==> config.mk <==
export PLATFORM = sky130hd
export DESIGN_NAME = cpc_front
export DESIGN_NICKNAME = d
export VERILOG_FILES = /design/src/sv/column_post_patch_compositor_defines.svh /design/src/sv/cpc_pkg.sv /design/src/sv/cpc_front.sv
export SDC_FILE = /design/constraint.sdc
export NUM_CORES = 1
export LEC_CHECK = 0
export BUFFER_PORTS_ARGS = -buffer_cell sky130_fd_sc_hd__buf_4
export CELL_PAD_IN_SITES_DETAIL_PLACEMENT = 1
export CELL_PAD_IN_SITES_GLOBAL_PLACEMENT = 1
export CORE_MARGIN = 2
export CORE_UTILIZATION = 35
export DETAILED_ROUTE_END_ITERATION = 8
export PLACE_DENSITY_LB_ADDON = 0.25
export SKIP_LAST_GASP = 1
export SYNTH_ARGS = -nofsm -noshare
export SYNTH_HDL_FRONTEND = slang
export SYNTH_SLANG_ARGS = --single-unit
==> constraint.sdc <==
create_clock -name clk -period 13.6 [get_ports clk]
set_input_delay 2.04 -clock clk [delete_from_list [all_inputs] [get_ports clk]]
set_output_delay 2.04 -clock clk [all_outputs]
set_load 0.005 [all_outputs]
==> src/sv/column_post_patch_compositor_defines.svh <==
// Assertion macros used by the compositor top level.
`ifndef COLUMN_POST_PATCH_COMPOSITOR_DEFINES_SVH
`define COLUMN_POST_PATCH_COMPOSITOR_DEFINES_SVH

// Same-cycle implication, sampled on clk, quiet during reset.
`define CPC_ASSERT_NOW(label, ante, cons, msg) \
  label: assert property (@(posedge clk) disable iff (!rst_n) (ante) |-> (cons)) \
    else $error(msg);

// Next-cycle implication, sampled on clk, quiet during reset.
`define CPC_ASSERT_NEXT(label, ante, cons, msg) \
  label: assert property (@(posedge clk) disable iff (!rst_n) (ante) |=> (cons)) \
    else $error(msg);

`endif

==> src/sv/cpc_pkg.sv <==
// Shared types and constants of the column post compositor.
package cpc_pkg;

  localparam int CFG_IDX_W  = 3;
  localparam int CFG_DATA_W = 16;

  localparam logic [CFG_IDX_W-1:0] CFG_TEX_WIDTH    = 3'd0;
  localparam logic [CFG_IDX_W-1:0] CFG_TEX_HEIGHT   = 3'd1;
  localparam logic [CFG_IDX_W-1:0] CFG_ORIGIN_X     = 3'd2;
  localparam logic [CFG_IDX_W-1:0] CFG_ORIGIN_Y     = 3'd3;
  localparam logic [CFG_IDX_W-1:0] CFG_PATCH_HEIGHT = 3'd4;

  localparam logic [7:0] END_MARK = 8'hFF;

  localparam int Q_DEPTH = 4;
  localparam int Q_AW    = 2;

  typedef enum logic [5:0] {
    PH_END  = 6'b000001,
    PH_TOP  = 6'b000010,
    PH_LEN  = 6'b000100,
    PH_PAD1 = 6'b001000,
    PH_DATA = 6'b010000,
    PH_PAD2 = 6'b100000
  } cpc_phase_t;

  typedef enum logic {
    OP_PAL   = 1'b0,
    OP_TEXEL = 1'b1
  } cpc_op_t;

  typedef struct packed {
    cpc_op_t     op;
    logic [7:0]  idx;
    logic [23:0] rgb;
    logic [9:0]  x;
    logic [9:0]  y;
  } cpc_entry_t;

  typedef struct packed {
    logic full;
    logic empty;
  } cpc_q_status_t;

endpackage

==> src/sv/cpc_front.sv <==
// Front end: config registers, post parser, placement and clipping.
module cpc_front #(
  parameter int MAX_DIM = 1024
) (
  input  logic                            clk,
  input  logic                            rst_n,
  input  logic                            in_tvalid,
  output logic                            in_tready,
  input  logic [47:0]                     in_tdata,
  input  logic [1:0]                      in_tuser,
  input  logic                            cfg_valid,
  output logic                            cfg_ready,
  input  logic [cpc_pkg::CFG_IDX_W-1:0]   cfg_index,
  input  logic [cpc_pkg::CFG_DATA_W-1:0]  cfg_data,
  input  cpc_pkg::cpc_q_status_t          q_stat,
  output logic                            q_push,
  output cpc_pkg::cpc_entry_t             q_entry
);

  localparam logic [16:0] MAX_DIM_V = 17'(MAX_DIM);

  logic [10:0] tex_w_r, tex_h_r;
  logic [15:0] origin_x_r, origin_y_r;
  logic [9:0]  patch_h_r;

  cpc_pkg::cpc_phase_t phase_r, phase_nxt, phase_eff;
  logic [9:0]  col_r, col_nxt, col_eff;
  logic [7:0]  top_r, top_nxt;
  logic [7:0]  left_r, left_nxt;
  logic [7:0]  rip_r, rip_nxt;

  logic        in_mode, in_start;
  logic [9:0]  in_column;
  logic [7:0]  in_byte;
  logic [23:0] in_rgb;
  logic        accept;
  logic [8:0]  row;
  logic [16:0] x_sum, y_sum, bound_x, bound_y;
  logic        hit;

  assign in_mode   = in_tuser[0];
  assign in_start  = in_tuser[1];
  assign in_column = in_tdata[9:0];
  assign in_byte   = in_tdata[17:10];
  assign in_rgb    = in_tdata[41:18];

  assign in_tready = !q_stat.full;
  assign accept    = in_tvalid && in_tready;
  assign cfg_ready = 1'b1;

  always_ff @(posedge clk) begin
    if (!rst_n) begin
      tex_w_r    <= 11'd64;
      tex_h_r    <= 11'd64;
      origin_x_r <= 16'd0;
      origin_y_r <= 16'd0;
      patch_h_r  <= 10'd128;
    end else if (cfg_valid) begin
      unique case (cfg_index)
        cpc_pkg::CFG_TEX_WIDTH:    tex_w_r    <= cfg_data[10:0];
        cpc_pkg::CFG_TEX_HEIGHT:   tex_h_r    <= cfg_data[10:0];
        cpc_pkg::CFG_ORIGIN_X:     origin_x_r <= cfg_data;
        cpc_pkg::CFG_ORIGIN_Y:     origin_y_r <= cfg_data;
        cpc_pkg::CFG_PATCH_HEIGHT: patch_h_r  <= cfg_data[9:0];
        default: ;
      endcase
    end
  end

  // Placement: signed origin plus column and row, clipped to the bounds.
  assign phase_eff = in_start ? cpc_pkg::PH_TOP : phase_r;
  assign col_eff   = in_start ? in_column : col_r;
  assign row       = {1'b0, top_r} + {1'b0, rip_r};
  assign x_sum     = {origin_x_r[15], origin_x_r} + {7'd0, col_eff};
  assign y_sum     = {origin_y_r[15], origin_y_r} + {8'd0, row};
  assign bound_x   = ({6'd0, tex_w_r} > MAX_DIM_V) ? MAX_DIM_V : {6'd0, tex_w_r};
  assign bound_y   = ({6'd0, tex_h_r} > MAX_DIM_V) ? MAX_DIM_V : {6'd0, tex_h_r};
  assign hit       = ({1'b0, row} < patch_h_r) && !x_sum[16] && (x_sum < bound_x)
                     && !y_sum[16] && (y_sum < bound_y);

  always_comb begin
    phase_nxt     = phase_r;
    col_nxt       = col_r;
    top_nxt       = top_r;
    left_nxt      = left_r;
    rip_nxt       = rip_r;
    q_push        = 1'b0;
    q_entry.op    = cpc_pkg::OP_PAL;
    q_entry.idx   = in_byte;
    q_entry.rgb   = in_rgb;
    q_entry.x     = x_sum[9:0];
    q_entry.y     = y_sum[9:0];
    if (accept) begin
      if (!in_mode) begin
        q_push = 1'b1;
      end else begin
        col_nxt = col_eff;
        unique case (phase_eff)
          cpc_pkg::PH_END: begin
            phase_nxt = cpc_pkg::PH_END;
          end
          cpc_pkg::PH_TOP: begin
            if (in_byte == cpc_pkg::END_MARK) begin
              phase_nxt = cpc_pkg::PH_END;
            end else begin
              top_nxt   = in_byte;
              phase_nxt = cpc_pkg::PH_LEN;
            end
          end
          cpc_pkg::PH_LEN: begin
            left_nxt  = in_byte;
            rip_nxt   = 8'd0;
            phase_nxt = cpc_pkg::PH_PAD1;
          end
          cpc_pkg::PH_PAD1: begin
            phase_nxt = (left_r == 8'd0) ? cpc_pkg::PH_PAD2 : cpc_pkg::PH_DATA;
          end
          cpc_pkg::PH_DATA: begin
            q_push     = hit;
            q_entry.op = cpc_pkg::OP_TEXEL;
            rip_nxt    = rip_r + 8'd1;
            left_nxt   = left_r - 8'd1;
            if (left_r == 8'd1) begin
              phase_nxt = cpc_pkg::PH_PAD2;
            end
          end
          cpc_pkg::PH_PAD2: begin
            phase_nxt = cpc_pkg::PH_TOP;
          end
          default: begin
            phase_nxt = cpc_pkg::PH_END;
          end
        endcase
      end
    end
  end

  always_ff @(posedge clk) begin
    if (!rst_n) begin
      phase_r <= cpc_pkg::PH_END;
      col_r   <= 10'd0;
      top_r   <= 8'd0;
      left_r  <= 8'd0;
      rip_r   <= 8'd0;
    end else begin
      phase_r <= phase_nxt;
      col_r   <= col_nxt;
      top_r   <= top_nxt;
      left_r  <= left_nxt;
      rip_r   <= rip_nxt;
    end
  end

endmodule

==> metrics <==
Post-DRT Antenna Nets=0; DP Wirelength=14250 microns; clk slew on worst S/H paths=0.07 ns; post-synthesis instance total=877; met3 WL post-DR=671 microns; Crit Path Category=primary input to output port; Worst Setup End Kind=output port; Tcrit/Tclk final=61.24%; max-cap check violation count=0; Die W=144.5 microns; Final GP Congestion=0.8624; setup TNS=0 ns; PostCTS Resize Cnt=0; vias in the first global route=5826; Total GRT Usage=19.24%; initial DRC count=230; Max-slew headroom=36.73%; status=finished, final reports clean; share of layout cells above drive strength 1=13.22%; Required @ worst endpoint=11.56 ns; Max VDD drop=0.00005481 V; average wire per standard cell=16.71 microns; HP Class=flop to flop; gr ovfl total=0; internal power=0.4780 mW; top-area cell type share of the netlist area=30.14%; power density over cell area=85.01 nW/um^2; worst-skew pair later-pin latency=0.36 ns; Tot Pwr=0.6522 mW; Switching Share=26.70%; design area=7672 sq um; Vias/cell=5.121; met2 WL=8738 microns; DP Area=7398 sq um; CTS tree=built; IO Pins=131; Final nets=1032; Ys Warns=0; count leader, synth=nand2_1; Clock Sinks=104; Die ar.=20880 sq um; sequential power share=48.2%; post-synth net total=1014; synth top area cells=dfxtp_1, nand2_1, ha_1; Post-CTS Hold Fix Bufs=0; setup violators final=0; EDFF count, synth=0; Netlist Area Pre-Place=6908 sq um; DRC errors left=0; R2R cell count=6; Post-synth top cells=nand2_1, dfxtp_1, a21boi_0, ha_1, nor2_1; vias=5966; # rows=51; fin crit period=8.328 ns; H-tree depth=3; highest clock rate=120.1 MHz; Final Core Density=39.55%; crit start category=primary input; sw power=0.1742 mW; Leak=3.043 nW; Seq/Total Area, Yosys=30.14%; Max Buffers Root-to-Sink=2; #FFs+latches synth=104; Final Max Slew Viols=0; Async SR Flop Fraction=0%; synthesis-to-finish area growth=11.07%; initial antenna violation count=0; WL met1=9724 microns; core area=19400 sq um; largest net degree at the start of global routing=105; total CTS buffers=9; Logic pwr share=13.2%; mean post-synth cell area=7.877 sq um; Fin Hold WS=0.4641 ns; DIE HEIGHT=144.5 microns; RSZ-0062 raised after global routing=no; worst-path fanout max=12; CP arrival=6.29 ns; actual slew at the worst max-slew pin=0.9490 ns; clk_skew=0.003850 ns; postcts setup bufs=0; ys flop type=dfxtp_1; Hold Vio Cnt, Final=0; Top Metal Used=met4; # port buffers=74; Initial Util=35.61%; Cells on Worst Hold Path=2; Ant. Diodes=0; cell taking the most area after synthesis=dfxtp_1; first-pass GRT wire length=30910 microns; DRT Pass-1 Iters=4; Clk Tree Root Cell=clkbuf_16; Total Wirelength=19460 microns; Synth cell types=72; Clock power frac=38.6%
## state kept, by name, summed over array words and instances, names as in the netlist
signal      cells
top_r           8
tex_w_r        11
patch_h_r      10
col_r          10
rip_r           8
phase_r         6
tex_h_r        11
origin_x_r     16
origin_y_r     16
left_r          8
## layout make-up
type                    instances  area (sq um)
fillers                      2445         11730
multi-input cells             670          4290
repair buffers                 75         563.0
inverters                      35         131.4
well taps                     265         331.6
flip-flops and latches        104          2082
clock inverters                 5         31.28
clock buffers                  11         242.7
## worst paths after layout
check / from / endpoint / slack, ns
max: in_tuser[1] / q_push / 5.27
max reg2reg: phase_r[0] / left_r[2] / 11.08
min reg2reg: col_r[8] / col_r[8] / 0.46
min: col_r[8] / col_r[8] / 0.46
## routing by layer
metal	GRT usage, %	vias up
met2	31.30	87
met3	3.079	22
met1	26.29	2839
li1	-	3018
met5	0	-
met4	5.621	0
## power by group through the flow
stage	Combinational (mW)	Sequential [mW]	Clock (mW)
after floorplan	0.0565	0.320	0
after global placement	0.0865	0.321	0
after detailed placement	0.0872	0.321	0
after CTS	0.0878	0.314	0.263
after global routing	0.0965	0.315	0.273
final	0.0863	0.314	0.252
## stage by stage
step	std cells	setup WS, ns
after floorplan	877	5.717
after global placement	1149	5.323
after detailed placement	1149	5.294
after CTS	1165	5.272
after global routing	1165	4.981
final	1165	5.272
## layout by cell type (no fill, tap or decap), types with 4 or more instances in the layout
master,count
nand2_1,200
a21oi_1,37
and3_1,7
ha_1,59
inv_1,33
dfxtp_1,104
o21ai_1,5
clkbuf_16,9
a211oi_1,9
o21ai_0,37
nand2b_1,4
buf_4,75
nor2b_1,20
a31oi_1,4
nor3_1,12
o21bai_1,5
a21o_1,5
o211ai_1,4
and2_1,14
mux2i_1,9
nor2_1,43
a21boi_0,74
xor2_1,8
xnor2_1,20
mux2_2,10
nand3_1,13
nand4_1,8
## worst max-delay path: stages
cell	delay, ns
buf_4	0.19
mux2_2	0.40
ha_1	0.23
fa_1	0.41
a21oi_1	0.22
o21ai_0	0.18
a211o_1	0.35
xnor2_1	0.15
ha_1	0.32
a211oi_1	0.25
nand2_1	0.08
nor3_1	0.22
o2111ai_2	0.15
a211oi_2	0.16
nand4b_1	0.12
a2111o_1	0.32
o31ai_1	0.30
buf_4	0.18
## logic make-up (layout without fill, tap and decap cells)
kind of cell / count (synthesis) / count (layout) / synth area share, %
AOI/OAI and AO/OA: 211 / 211 / 20.74
other: 1 / 1 / 0.05429
xor gates and xnor gates: 28 / 28 / 3.550
muxes: 19 / 19 / 2.934
buffers and inverters: 103 / 126 / 7.752
DFF: 104 / 104 / 30.14
adders and majority gates: 62 / 62 / 11.56
and+or+nand+nor: 349 / 349 / 23.27
No activity file was read; power rests on OpenSTA's default activity.
