**config.mk**
```make
export PLATFORM = sky130hd
export DESIGN_NAME = cpc_fifo
export DESIGN_NICKNAME = d
export VERILOG_FILES = /design/src/sv/column_post_patch_compositor_defines.svh /design/src/sv/cpc_pkg.sv /design/src/sv/cpc_fifo.sv
export SDC_FILE = /design/constraint.sdc
export NUM_CORES = 1
export LEC_CHECK = 0
export ABC_AREA = 1
export BUFFER_PORTS_ARGS = -buffer_cell sky130_fd_sc_hd__buf_2
export CAP_MARGIN = 0
export CORE_ASPECT_RATIO = 1.2
export CORE_MARGIN = 4
export CORE_UTILIZATION = 35
export CTS_CLUSTER_SIZE = 28
export DETAILED_ROUTE_END_ITERATION = 6
export HOLD_SLACK_MARGIN = 0.06
export PLACE_DENSITY = 0.65
export SLEW_MARGIN = 20
export SYNTH_ARGS = -nofsm -noshare
export SYNTH_HDL_FRONTEND = slang
export SYNTH_SLANG_ARGS = --single-unit
```
**constraint.sdc**
```tcl
create_clock -name clk -period 2.92 [get_ports clk]
set_input_delay 0.584 -clock clk [delete_from_list [all_inputs] [get_ports clk]]
set_output_delay 0.584 -clock clk [all_outputs]
set_load 0.005 [all_outputs]
```
**src/sv/column_post_patch_compositor_defines.svh**
```systemverilog
// Assertion macros used by the compositor top level.
`ifndef COLUMN_POST_PATCH_COMPOSITOR_DEFINES_SVH
`define COLUMN_POST_PATCH_COMPOSITOR_DEFINES_SVH

// Same-cycle implication, sampled on clk, quiet during reset.
`define CPC_ASSERT_NOW(label, ante, cons, msg) \
  label: assert property (@(posedge clk) disable iff (!rst_n) (ante) |-> (cons)) \
    else $error(msg);

// Next-cycle implication, sampled on clk, quiet during reset.
`define CPC_ASSERT_NEXT(label, ante, cons, msg) \
  label: assert property (@(posedge clk) disable iff (!rst_n) (ante) |=> (cons)) \
    else $error(msg);

`endif

```
**src/sv/cpc_pkg.sv**
```systemverilog
// Shared types and constants of the column post compositor.
package cpc_pkg;

  localparam int CFG_IDX_W  = 3;
  localparam int CFG_DATA_W = 16;

  localparam logic [CFG_IDX_W-1:0] CFG_TEX_WIDTH    = 3'd0;
  localparam logic [CFG_IDX_W-1:0] CFG_TEX_HEIGHT   = 3'd1;
  localparam logic [CFG_IDX_W-1:0] CFG_ORIGIN_X     = 3'd2;
  localparam logic [CFG_IDX_W-1:0] CFG_ORIGIN_Y     = 3'd3;
  localparam logic [CFG_IDX_W-1:0] CFG_PATCH_HEIGHT = 3'd4;

  localparam logic [7:0] END_MARK = 8'hFF;

  localparam int Q_DEPTH = 4;
  localparam int Q_AW    = 2;

  typedef enum logic [5:0] {
    PH_END  = 6'b000001,
    PH_TOP  = 6'b000010,
    PH_LEN  = 6'b000100,
    PH_PAD1 = 6'b001000,
    PH_DATA = 6'b010000,
    PH_PAD2 = 6'b100000
  } cpc_phase_t;

  typedef enum logic {
    OP_PAL   = 1'b0,
    OP_TEXEL = 1'b1
  } cpc_op_t;

  typedef struct packed {
    cpc_op_t     op;
    logic [7:0]  idx;
    logic [23:0] rgb;
    logic [9:0]  x;
    logic [9:0]  y;
  } cpc_entry_t;

  typedef struct packed {
    logic full;
    logic empty;
  } cpc_q_status_t;

endpackage

```
**src/sv/cpc_fifo.sv**
```systemverilog
// Short queue of palette writes and texel requests between front and back.
module cpc_fifo (
  input  logic                   clk,
  input  logic                   rst_n,
  input  logic                   push,
  input  cpc_pkg::cpc_entry_t    push_entry,
  input  logic                   pop,
  output cpc_pkg::cpc_entry_t    head,
  output cpc_pkg::cpc_q_status_t stat
);

  cpc_pkg::cpc_entry_t slot_r [cpc_pkg::Q_DEPTH];
  logic [cpc_pkg::Q_AW-1:0] wr_ptr_r, rd_ptr_r;
  logic [cpc_pkg::Q_AW:0]   count_r, count_nxt;

  assign stat.full  = (count_r == (cpc_pkg::Q_AW+1)'(cpc_pkg::Q_DEPTH));
  assign stat.empty = (count_r == '0);
  assign head       = slot_r[rd_ptr_r];

  always_comb begin
    count_nxt = count_r;
    if (push && !pop) begin
      count_nxt = count_r + 1'b1;
    end else if (pop && !push) begin
      count_nxt = count_r - 1'b1;
    end
  end

  always_ff @(posedge clk) begin
    if (push) begin
      slot_r[wr_ptr_r] <= push_entry;
    end
  end

  always_ff @(posedge clk) begin
    if (!rst_n) begin
      wr_ptr_r <= '0;
      rd_ptr_r <= '0;
      count_r  <= '0;
    end else begin
      if (push) begin
        wr_ptr_r <= wr_ptr_r + 1'b1;
      end
      if (pop) begin
        rd_ptr_r <= rd_ptr_r + 1'b1;
      end
      count_r <= count_nxt;
    end
  end

endmodule

```
==> results.cfg, run 1 <==
[final_layout]
antenna_cells_inserted = 0
num-fill-cells = 2209
final_cell_count_no_fill = 1022
post-route-util_pct = 42.5
synthToLayoutAreaGrowth_pct = 19.8
layout-drive-gt1-share_pct = 29.5
stdcell_area_sq_um = 10200
nNetsFinal = 748

[yosys]
yosysSeqAreaShare_pct = 77.2
cell_area_after_synthesis_sq_um = 8480
yosys.cell_count.top_type = sky130_fd_sc_hd__edfxtp_1
synthDistinctLibCells = 23
synth.top_cells.by_area = sky130_fd_sc_hd__edfxtp_1 75%, sky130_fd_sc_hd__o21ai_0 6.0%, sky130_fd_sc_hd__nor2_1 4.0%, sky130_fd_sc_hd__o22ai_2 3.0%, sky130_fd_sc_hd__o22ai_1 2.4%
synth_common_cells = 212 x sky130_fd_sc_hd__edfxtp_1, 102 x sky130_fd_sc_hd__o21ai_0, 91 x sky130_fd_sc_hd__nor2_1, 33 x sky130_fd_sc_hd__o22ai_1
yosys_register_bits = 221
synth_edf_count = 212
synth.avg_cell_area_sq_um = 14.8
post_synth_inst_count = 571
synth.largest_area_cell = sky130_fd_sc_hd__edfxtp_1
mappedNetlistNets = 634
yosysTopAreaCellShare_pct = 75.1
synth_async_sr_flop_share_pct = 0
synth-main-ff-cell = sky130_fd_sc_hd__edfxtp_1
synth.yosys.warnings = 0

[cts]
clk_path_buf_depth = 3
h-tree-depth = 1
worstSkewPairLatency_ns = 0.50
cts.root.buffer_cell = sky130_fd_sc_hd__clkbuf_16
cts-buffers-inserted = 23
clkSlewWorstSetupHoldPaths_ns = 0.06
cts_tree = done
clock_sink_count = 221

[placement]
port_buffers = 111
routabilityCongestion = 0.718
dp_hpwl_um = 9770
placed_area_sq_um = 9370
dp_cells = 980

[critical_path]
critical_path.max_fanout = 33
start_kind = register
timing.setup.critical_path_class = register to output pin
critical_path_arrival_ns = 2.16
setup.worst_path.end_class = output pin
worst_ep_required_time_ns = 2.34

[detailed_routing]
met2_wirelength_um = 8830
routedWlPerCell_um = 17.3
final_antenna_net_count = 0
drcViolationCount = 0
wl_met3_um = 1100
route.top_layer_used = met5
wirelength_met1_um = 7460
vias_per_cell = 4.84
firstDrtPassIters = 4
routed-via-count = 4946
first_iter_violations = 231
wl_um = 17700

[floorplanning]
floorplan.die.width_um = 150
die_h_um = 178
floorplan.die_area_sq_um = 26800
ios = 112
initial_utilization_pct = 35.5
fp-row-count = 62
placeableCoreArea_sq_um = 23900

[grt]
number_of_global_route_vias_before_repair = 4955
grt_usage_pct = 12.9
grt_overflow = 0
maximum_number_of_pins_on_one_net_before_global_route_repair = 107
first_pass_grt_wire_length_um = 26900
number_of_antenna_violations_at_the_first_check_in_global_routing = 2

[flow_run]
maxCapViolations = 0

[timing]
finalHoldViolations = 0
fin_worst_hold_slack_ns = 0.295
max-slew-margin-rel_pct = 63.7
clock-skew-final_ns = 0.0122
setup_viol = 0
period_share_pct = 93.9
worst_pin_slew_ns = 0.545
clock.fmax_ghz = 0.365
setup_tns_ns = 0
rsz_0062_raised_after_global_routing = false
finalMaxSlewViolations = 0
period_minus_slack_ns = 2.74

[min_path]
hold_path.class = primary input to register

[power_and_ir_drop]
ir_drop_mv = 0.331
leak_pwr_uw = 0.00356
cellPowerDensity_nw_per_um2 = 715

[outcome]
outcome = finished clean
[through the flow]
step	total power (uW)	setup slack, ns
detailed placement	4360	0.613
floorplan	4070	0.860
global route	7570	0.00551
finish	7270	0.179
global placement	4340	0.661
CTS	7370	0.0691
[area by class of cell]
type / instances / area (sq um) / share of cell area [%]
Sequential cell: 221 / 6550 / 64.5
Clock buffer: 27 / 601 / 5.91
Multi-Input combinational cell: 299 / 1640 / 16.2
Inverter: 17 / 71.3 / 0.702
Timing Repair Buffer: 123 / 708 / 6.97
Clock inverter: 15 / 188 / 1.85
Tap cell: 320 / 400 / 3.94
[what timing repair did]
| item | 4_1_cts | 5_1_grt |
|---|---|---|
| setup endpoints to repair | 0 | 5 |
| hold buffers | 0 | 0 |
| gates resized for setup | 0 | 2 |
| setup buffers | 0 | 0 |
[final timing paths]
| kind | start | end | slack [ns] | depth (start not counted) |
|---|---|---|---|---|
| hold / removal | push_entry[4] | slot_r[3][4]$_DFFE_PP_ | 0.29 | 1 |
| setup / recovery | register | head[15] | 0.18 | 4 |
| setup reg to reg | wr_ptr_r[0]$_SDFFE_PN0P_ | slot_r[0][1]$_DFFE_PP_ | 1.36 | 5 |
| hold reg to reg | rd_ptr_r[1]$_SDFFE_PN0P_ | register | 0.48 | 1 |
[layer usage]
layer	vias up	GRT usage [%]
met5	-	0
met4	4	3.28
met3	29	3.35
met2	116	22.3
met1	2432	16.3
li1	2365	-
[critical path, cell delays in order (launching register included)]
cell and delay (ns):
sky130_fd_sc_hd__dfxtp_2 0.62, sky130_fd_sc_hd__buf_4 0.45, sky130_fd_sc_hd__o21ai_0 0.15, sky130_fd_sc_hd__o22ai_1 0.26, sky130_fd_sc_hd__buf_2 0.17
[flip-flops by register name (all words and copies together) (netlist names), named ones only]
name and cells:
wr_ptr_r 2, slot_r 212, count_r 3, rd_ptr_r 2
[where the power goes]
part	switching [uW]	internal (uW)
logic	385	228
clock network	1160	1840
registers	40.7	3620
[cells by family after synthesis]
kind of cell	count (synthesis)	synth area share, %
AOI/OAI and AO/OA	169	12.2
adders and majority gates	6	0.974
DFF	221	77.2
buffers and inverters	51	3.42
and+or+nand+nor	124	6.15
[cells in the final DEF, fill, tap and decap left out, types with 9 or more instances in the layout]
| master | instances |
|---|---|
| sky130_fd_sc_hd__edfxtp_1 | 212 |
| sky130_fd_sc_hd__clkbuf_16 | 23 |
| sky130_fd_sc_hd__buf_2 | 111 |
| sky130_fd_sc_hd__o21ai_1 | 10 |
| sky130_fd_sc_hd__inv_1 | 11 |
| sky130_fd_sc_hd__nor2_1 | 91 |
| sky130_fd_sc_hd__o22ai_1 | 33 |
| sky130_fd_sc_hd__o22ai_2 | 20 |
| sky130_fd_sc_hd__nand2_1 | 9 |
| sky130_fd_sc_hd__nor2_2 | 20 |
| sky130_fd_sc_hd__o21ai_0 | 102 |
Power figures use the tool's default switching activity.
==> run 2: changes to the inputs <==
REMOVE_ABC_BUFFERS = 1   (was default)
clock period = 2.7 ns   (was 2.92 ns; I/O delays follow)
==> results.cfg, run 2 (synthesized netlist as in run 1, its figures left out) <==
[placement]
routabilityCongestion = 0.698
dp_hpwl_um = 10000
port_buffers = 111
dp_cells = 981

[detailed_routing]
wl_um = 17600
firstDrtPassIters = 4
vias_per_cell = 4.84
first_iter_violations = 263
routedWlPerCell_um = 17.3
drcViolationCount = 0
final_antenna_net_count = 0
routed-via-count = 4932

[timing]
rsz_0062_raised_after_global_routing = false
finalHoldViolations = 0
period_share_pct = 89.2
fin_worst_hold_slack_ns = 0.263
clock.fmax_ghz = 0.415
worst_pin_slew_ns = 0.541
max-slew-margin-rel_pct = 64.0
finalMaxSlewViolations = 0
setup_viol = 0
clock-skew-final_ns = 0.00781
setup_tns_ns = 0
period_minus_slack_ns = 2.41

[final_layout]
layout-drive-gt1-share_pct = 28.2
nNetsFinal = 748
final_cell_count_no_fill = 1019
multiInputGateArea_sq_um = 1640
post-route-util_pct = 42.1
synthToLayoutAreaGrowth_pct = 18.7
commonest_non_fill_non_tap_cell_in_the_layout = sky130_fd_sc_hd__edfxtp_1
antenna_cells_inserted = 0
top_register = slot_r
largest_register_ffs = 212
regArea_sq_um = 6550
largestRegisters = slot_r: 212 flops, count_r: 3 flops
num-fill-cells = 2236
layout_common_cells = 212 x sky130_fd_sc_hd__edfxtp_1, 111 x sky130_fd_sc_hd__buf_2, 102 x sky130_fd_sc_hd__o21ai_0, 91 x sky130_fd_sc_hd__nor2_1, 33 x sky130_fd_sc_hd__o22ai_1

[critical_path]
setup.worst_path.end_class = output pin
critical_path_arrival_ns = 1.87
reg2reg_to = slot_r[3][39]$_DFFE_PP_
timing.setup.critical_path_class = register to output pin
start_kind = register
critical_path.max_fanout = 35
worst_ep_required_time_ns = 2.16
reg2reg_depth = 4
critPathCapture = head[21]
critical_path.reg2reg.startpoint = wr_ptr_r[0]$_SDFFE_PN0P_
reg2reg_setup_slack_ns = 1.23

[cts]
postCtsHoldBufs = 0
clk_path_buf_depth = 3
cts_tree = done
cts-buffers-inserted = 22
clkSlewWorstSetupHoldPaths_ns = 0.06
clock_sink_count = 221
cts.root.buffer_cell = sky130_fd_sc_hd__clkbuf_16
worstSkewPairLatency_ns = 0.49
h-tree-depth = 1

[floorplanning]
initial_utilization_pct = 35.5
placeableCoreArea_sq_um = 23900
floorplan.die_area_sq_um = 26800
fp-row-count = 62
die_h_um = 178
floorplan.die.width_um = 150
ios = 112

[grt]
number_of_antenna_violations_at_the_first_check_in_global_routing = 1
grt_overflow = 0
number_of_global_route_vias_before_repair = 5119
first_pass_grt_wire_length_um = 27200
maximum_number_of_pins_on_one_net_before_global_route_repair = 71
grt_usage_pct = 12.9

[outcome]
outcome = finished clean

[power_and_ir_drop]
ir_drop_mv = 0.366
cellPowerDensity_nw_per_um2 = 743
leak_pwr_uw = 0.00351

[flow_run]
maxCapViolations = 0

[min_path]
hold_path.class = primary input to register
==> run 2: where the power goes <==
part	total [uW]	switching, uW	internal (uW)
sequential	3960	43.9	3910
combinational	669	415	254
clock	2860	1170	1680
==> run 2: per-layer routing <==
layer | track usage (%) | vias up | share of wire [%]
met1 | 15.8 | 2423 | 41
met2 | 22.6 | 132 | 50
met3 | 3.58 | 19 | 7.2
met4 | 3.47 | 2 | 1.5
li1 | - | 2356 | -
met5 | 0 | - | 0.074
==> run 2: final cells by class <==
| type | count | share of cell area [%] |
|---|---|---|
| clock inverters | 4 | 0.410 |
| inverters | 17 | 0.708 |
| well taps | 320 | 3.98 |
| multi-input cells | 299 | 16.3 |
| flip-flops and latches | 221 | 65.1 |
| repair buffers | 124 | 7.27 |
| clock buffers | 34 | 6.23 |
==> run 2: metrics by stage <==
stage,total power (uW),cell area [sq um],setup slack [ns]
finish,7480,10100,0.292
global route,7790,10100,0.103
CTS,7580,10100,0.0109
detailed placement,4720,9390,0.553
global placement,4700,9390,0.597
floorplan,4360,8260,-0.774
==> run 2: worst min path at each step <==
| stage | start | end | depth (start not counted) |
|---|---|---|---|
| 5_1_grt | push_entry[9] | slot_r[3][9]$_DFFE_PP_ | 1 |
| 2_1_floorplan | rd_ptr_r[1]$_SDFFE_PN0P_ | register | 1 |
| 3_3_place_gp | rd_ptr_r[1]$_SDFFE_PN0P_ | register | 1 |
| 4_1_cts | push_entry[24] | slot_r[1][24]$_DFFE_PP_ | 1 |
| 3_5_place_dp | rd_ptr_r[1]$_SDFFE_PN0P_ | register | 1 |
| 6_report | push_entry[16] | slot_r[0][16]$_DFFE_PP_ | 1 |
==> run 2: critical path, stage by stage, from the launching register on <==
cell,delay (ns)
sky130_fd_sc_hd__dfxtp_4,0.43
sky130_fd_sc_hd__inv_4,0.22
sky130_fd_sc_hd__buf_12,0.24
sky130_fd_sc_hd__o21ai_0,0.12
sky130_fd_sc_hd__o22ai_1,0.18
sky130_fd_sc_hd__buf_2,0.15
==> run 2: timing repair <==
item | in CTS | in global routing
gates resized for setup | 0 | 4
buffers inserted | 0 | 0
endpoints found under the setup margin | 0 | 40
==> run 3: changes to the inputs <==
CORE_UTILIZATION = 57   (was 35)
GPL_TIMING_DRIVEN = 0   (was default)
PLACE_DENSITY = 0.91   (was 0.65)
clock period = 2.35 ns   (was 2.7 ns; I/O delays follow)
==> results.cfg, run 3 (synthesized netlist as in run 1, its figures left out) <==
[outcome]
outcome = finished clean

[detailed_routing]
wl_um = 18200
drcViolationCount = 0
firstDrtPassIters = 7
final_antenna_net_count = 0
vias_per_cell = 5.82
first_iter_violations = 503
routed-via-count = 5222
routedWlPerCell_um = 20.3

[power_and_ir_drop]
cellPowerDensity_nw_per_um2 = 859
ir_drop_mv = 0.721
internal_power_uw = 6720
power.switching_uw = 1880
power.sequential.fraction_pct = 53.0
power_frac_comb_pct = 9.5
power.clock.fraction_pct = 37.5
p_total_uw = 8590
sw_frac_of_total_pct = 21.8
leak_pwr_uw = 0.00354

[final_layout]
layout_common_cells = 212 x sky130_fd_sc_hd__edfxtp_1, 111 x sky130_fd_sc_hd__buf_2, 102 x sky130_fd_sc_hd__o21ai_0, 91 x sky130_fd_sc_hd__nor2_1, 32 x sky130_fd_sc_hd__o22ai_1
commonest_non_fill_non_tap_cell_in_the_layout = sky130_fd_sc_hd__edfxtp_1
num-fill-cells = 904
synthToLayoutAreaGrowth_pct = 18.0
nNetsFinal = 747
regArea_sq_um = 6550
largestRegisters = slot_r: 212 flops, count_r: 3 flops
multiInputGateArea_sq_um = 1650
top_register = slot_r
largest_register_ffs = 212
antenna_cells_inserted = 0
layout-drive-gt1-share_pct = 29.1

[timing]
clock.fmax_ghz = 0.445
setup_viol = 0
max-slew-margin-rel_pct = 69.7
fin_worst_hold_slack_ns = 0.204
period_share_pct = 95.7
finalHoldViolations = 0
period_minus_slack_ns = 2.25
rsz_0062_raised_after_global_routing = false
clock-skew-final_ns = 0.00696
worst_pin_slew_ns = 0.455
finalMaxSlewViolations = 0

[grt]
grt_overflow = 0
number_of_global_route_vias_before_repair = 5617
maximum_number_of_pins_on_one_net_before_global_route_repair = 107
number_of_antenna_violations_at_the_first_check_in_global_routing = 1
grt_usage_pct = 21.1
first_pass_grt_wire_length_um = 28200

[min_path]
min_delay_path_depth = 1
hold_path.class = primary input to register

[critical_path]
reg2reg_depth = 5
critical_path_arrival_ns = 1.78
setup.worst_path.end_class = output pin
start_kind = register
critical_path.max_fanout = 106
timing.setup.critical_path_class = register to output pin
worst_ep_required_time_ns = 1.88

[flow_run]
maxCapViolations = 0

[cts]
clk_path_buf_depth = 3
cts.root.buffer_cell = sky130_fd_sc_hd__clkbuf_16
cts-buffers-inserted = 20
clkSlewWorstSetupHoldPaths_ns = 0.07
worstSkewPairLatency_ns = 0.48
clock_sink_count = 221
cts_tree = done
postCtsHoldBufs = 0
h-tree-depth = 1

[floorplanning]
floorplan.die.width_um = 119
fp-row-count = 48
initial_utilization_pct = 58.6
placeableCoreArea_sq_um = 14500
die_h_um = 142
ios = 112
floorplan.die_area_sq_um = 16900

[placement]
port_buffers = 111
routabilityCongestion = 0.711
dp_hpwl_um = 10400
run 3: cell type report:
cell class,count,share of cell area (%)
Timing Repair Buffer,125,7.78
Clock buffer,27,5.68
Clock inverter,9,0.913
Multi-Input combinational cell,299,16.5
Sequential cell,221,65.5
Inverter,17,1.16
Tap cell,200,2.50
run 3: per-stage QoR:
stage          setup slack (ns)  setup TNS, ns  instance area (sq um)  std cells  utilization, %
6_report                  0.101              0                  10000        898            69.1
5_1_grt                  0.0101              0                  10000        898            69.1
4_1_cts                  0.0205              0                   9970        895            68.9
3_5_place_dp             -0.203          -5.44                   9210        854            63.6
3_3_place_gp              -2.60        -235.37                   9060        848            62.6
2_1_floorplan             -1.05         -53.71                   8260        537               -
run 3: layer usage:
metal  track usage [%]  wire [um]  up-vias
met5                 0          7        -
met3              3.99       1250       43
met2              38.5       9630      212
li1                  -          -     2361
met1              25.0       6980     2604
met4              7.84        380        2
run 3: worst paths after layout:
kind	startpoint	slack, ns	to
setup / recovery	register	0.10	head[29]
hold / removal	push_entry[18]	0.20	slot_r[3][18]$_DFFE_PP_
setup reg to reg	wr_ptr_r[0]$_SDFFE_PN0P_	0.73	slot_r[2][25]$_DFFE_PP_
hold reg to reg	rd_ptr_r[1]$_SDFFE_PN0P_	0.46	register
run 3: power groups by stage:
stage / registers (uW) / logic [uW] / clock network [uW]
2_1_floorplan: 4650 / 362 / 0
3_3_place_gp: 4680 / 647 / 0
3_5_place_dp: 4650 / 765 / 0
4_1_cts: 4560 / 814 / 3260
5_1_grt: 4560 / 899 / 3440
6_report: 4550 / 817 / 3220
run 3: critical path, cell delays in order (launching register included):
cell,delay [ns]
sky130_fd_sc_hd__dfxtp_4,0.49
sky130_fd_sc_hd__inv_16,0.14
sky130_fd_sc_hd__o21ai_0,0.31
sky130_fd_sc_hd__o22ai_2,0.10
sky130_fd_sc_hd__buf_2,0.14
run 3: repair_timing:
action | CTS | global route
buffers inserted | 4 | 3
endpoints found under the setup margin | 53 | 10
pin swaps | 0 | 1
cloned | 1 | 0
resized for setup | 9 | 3
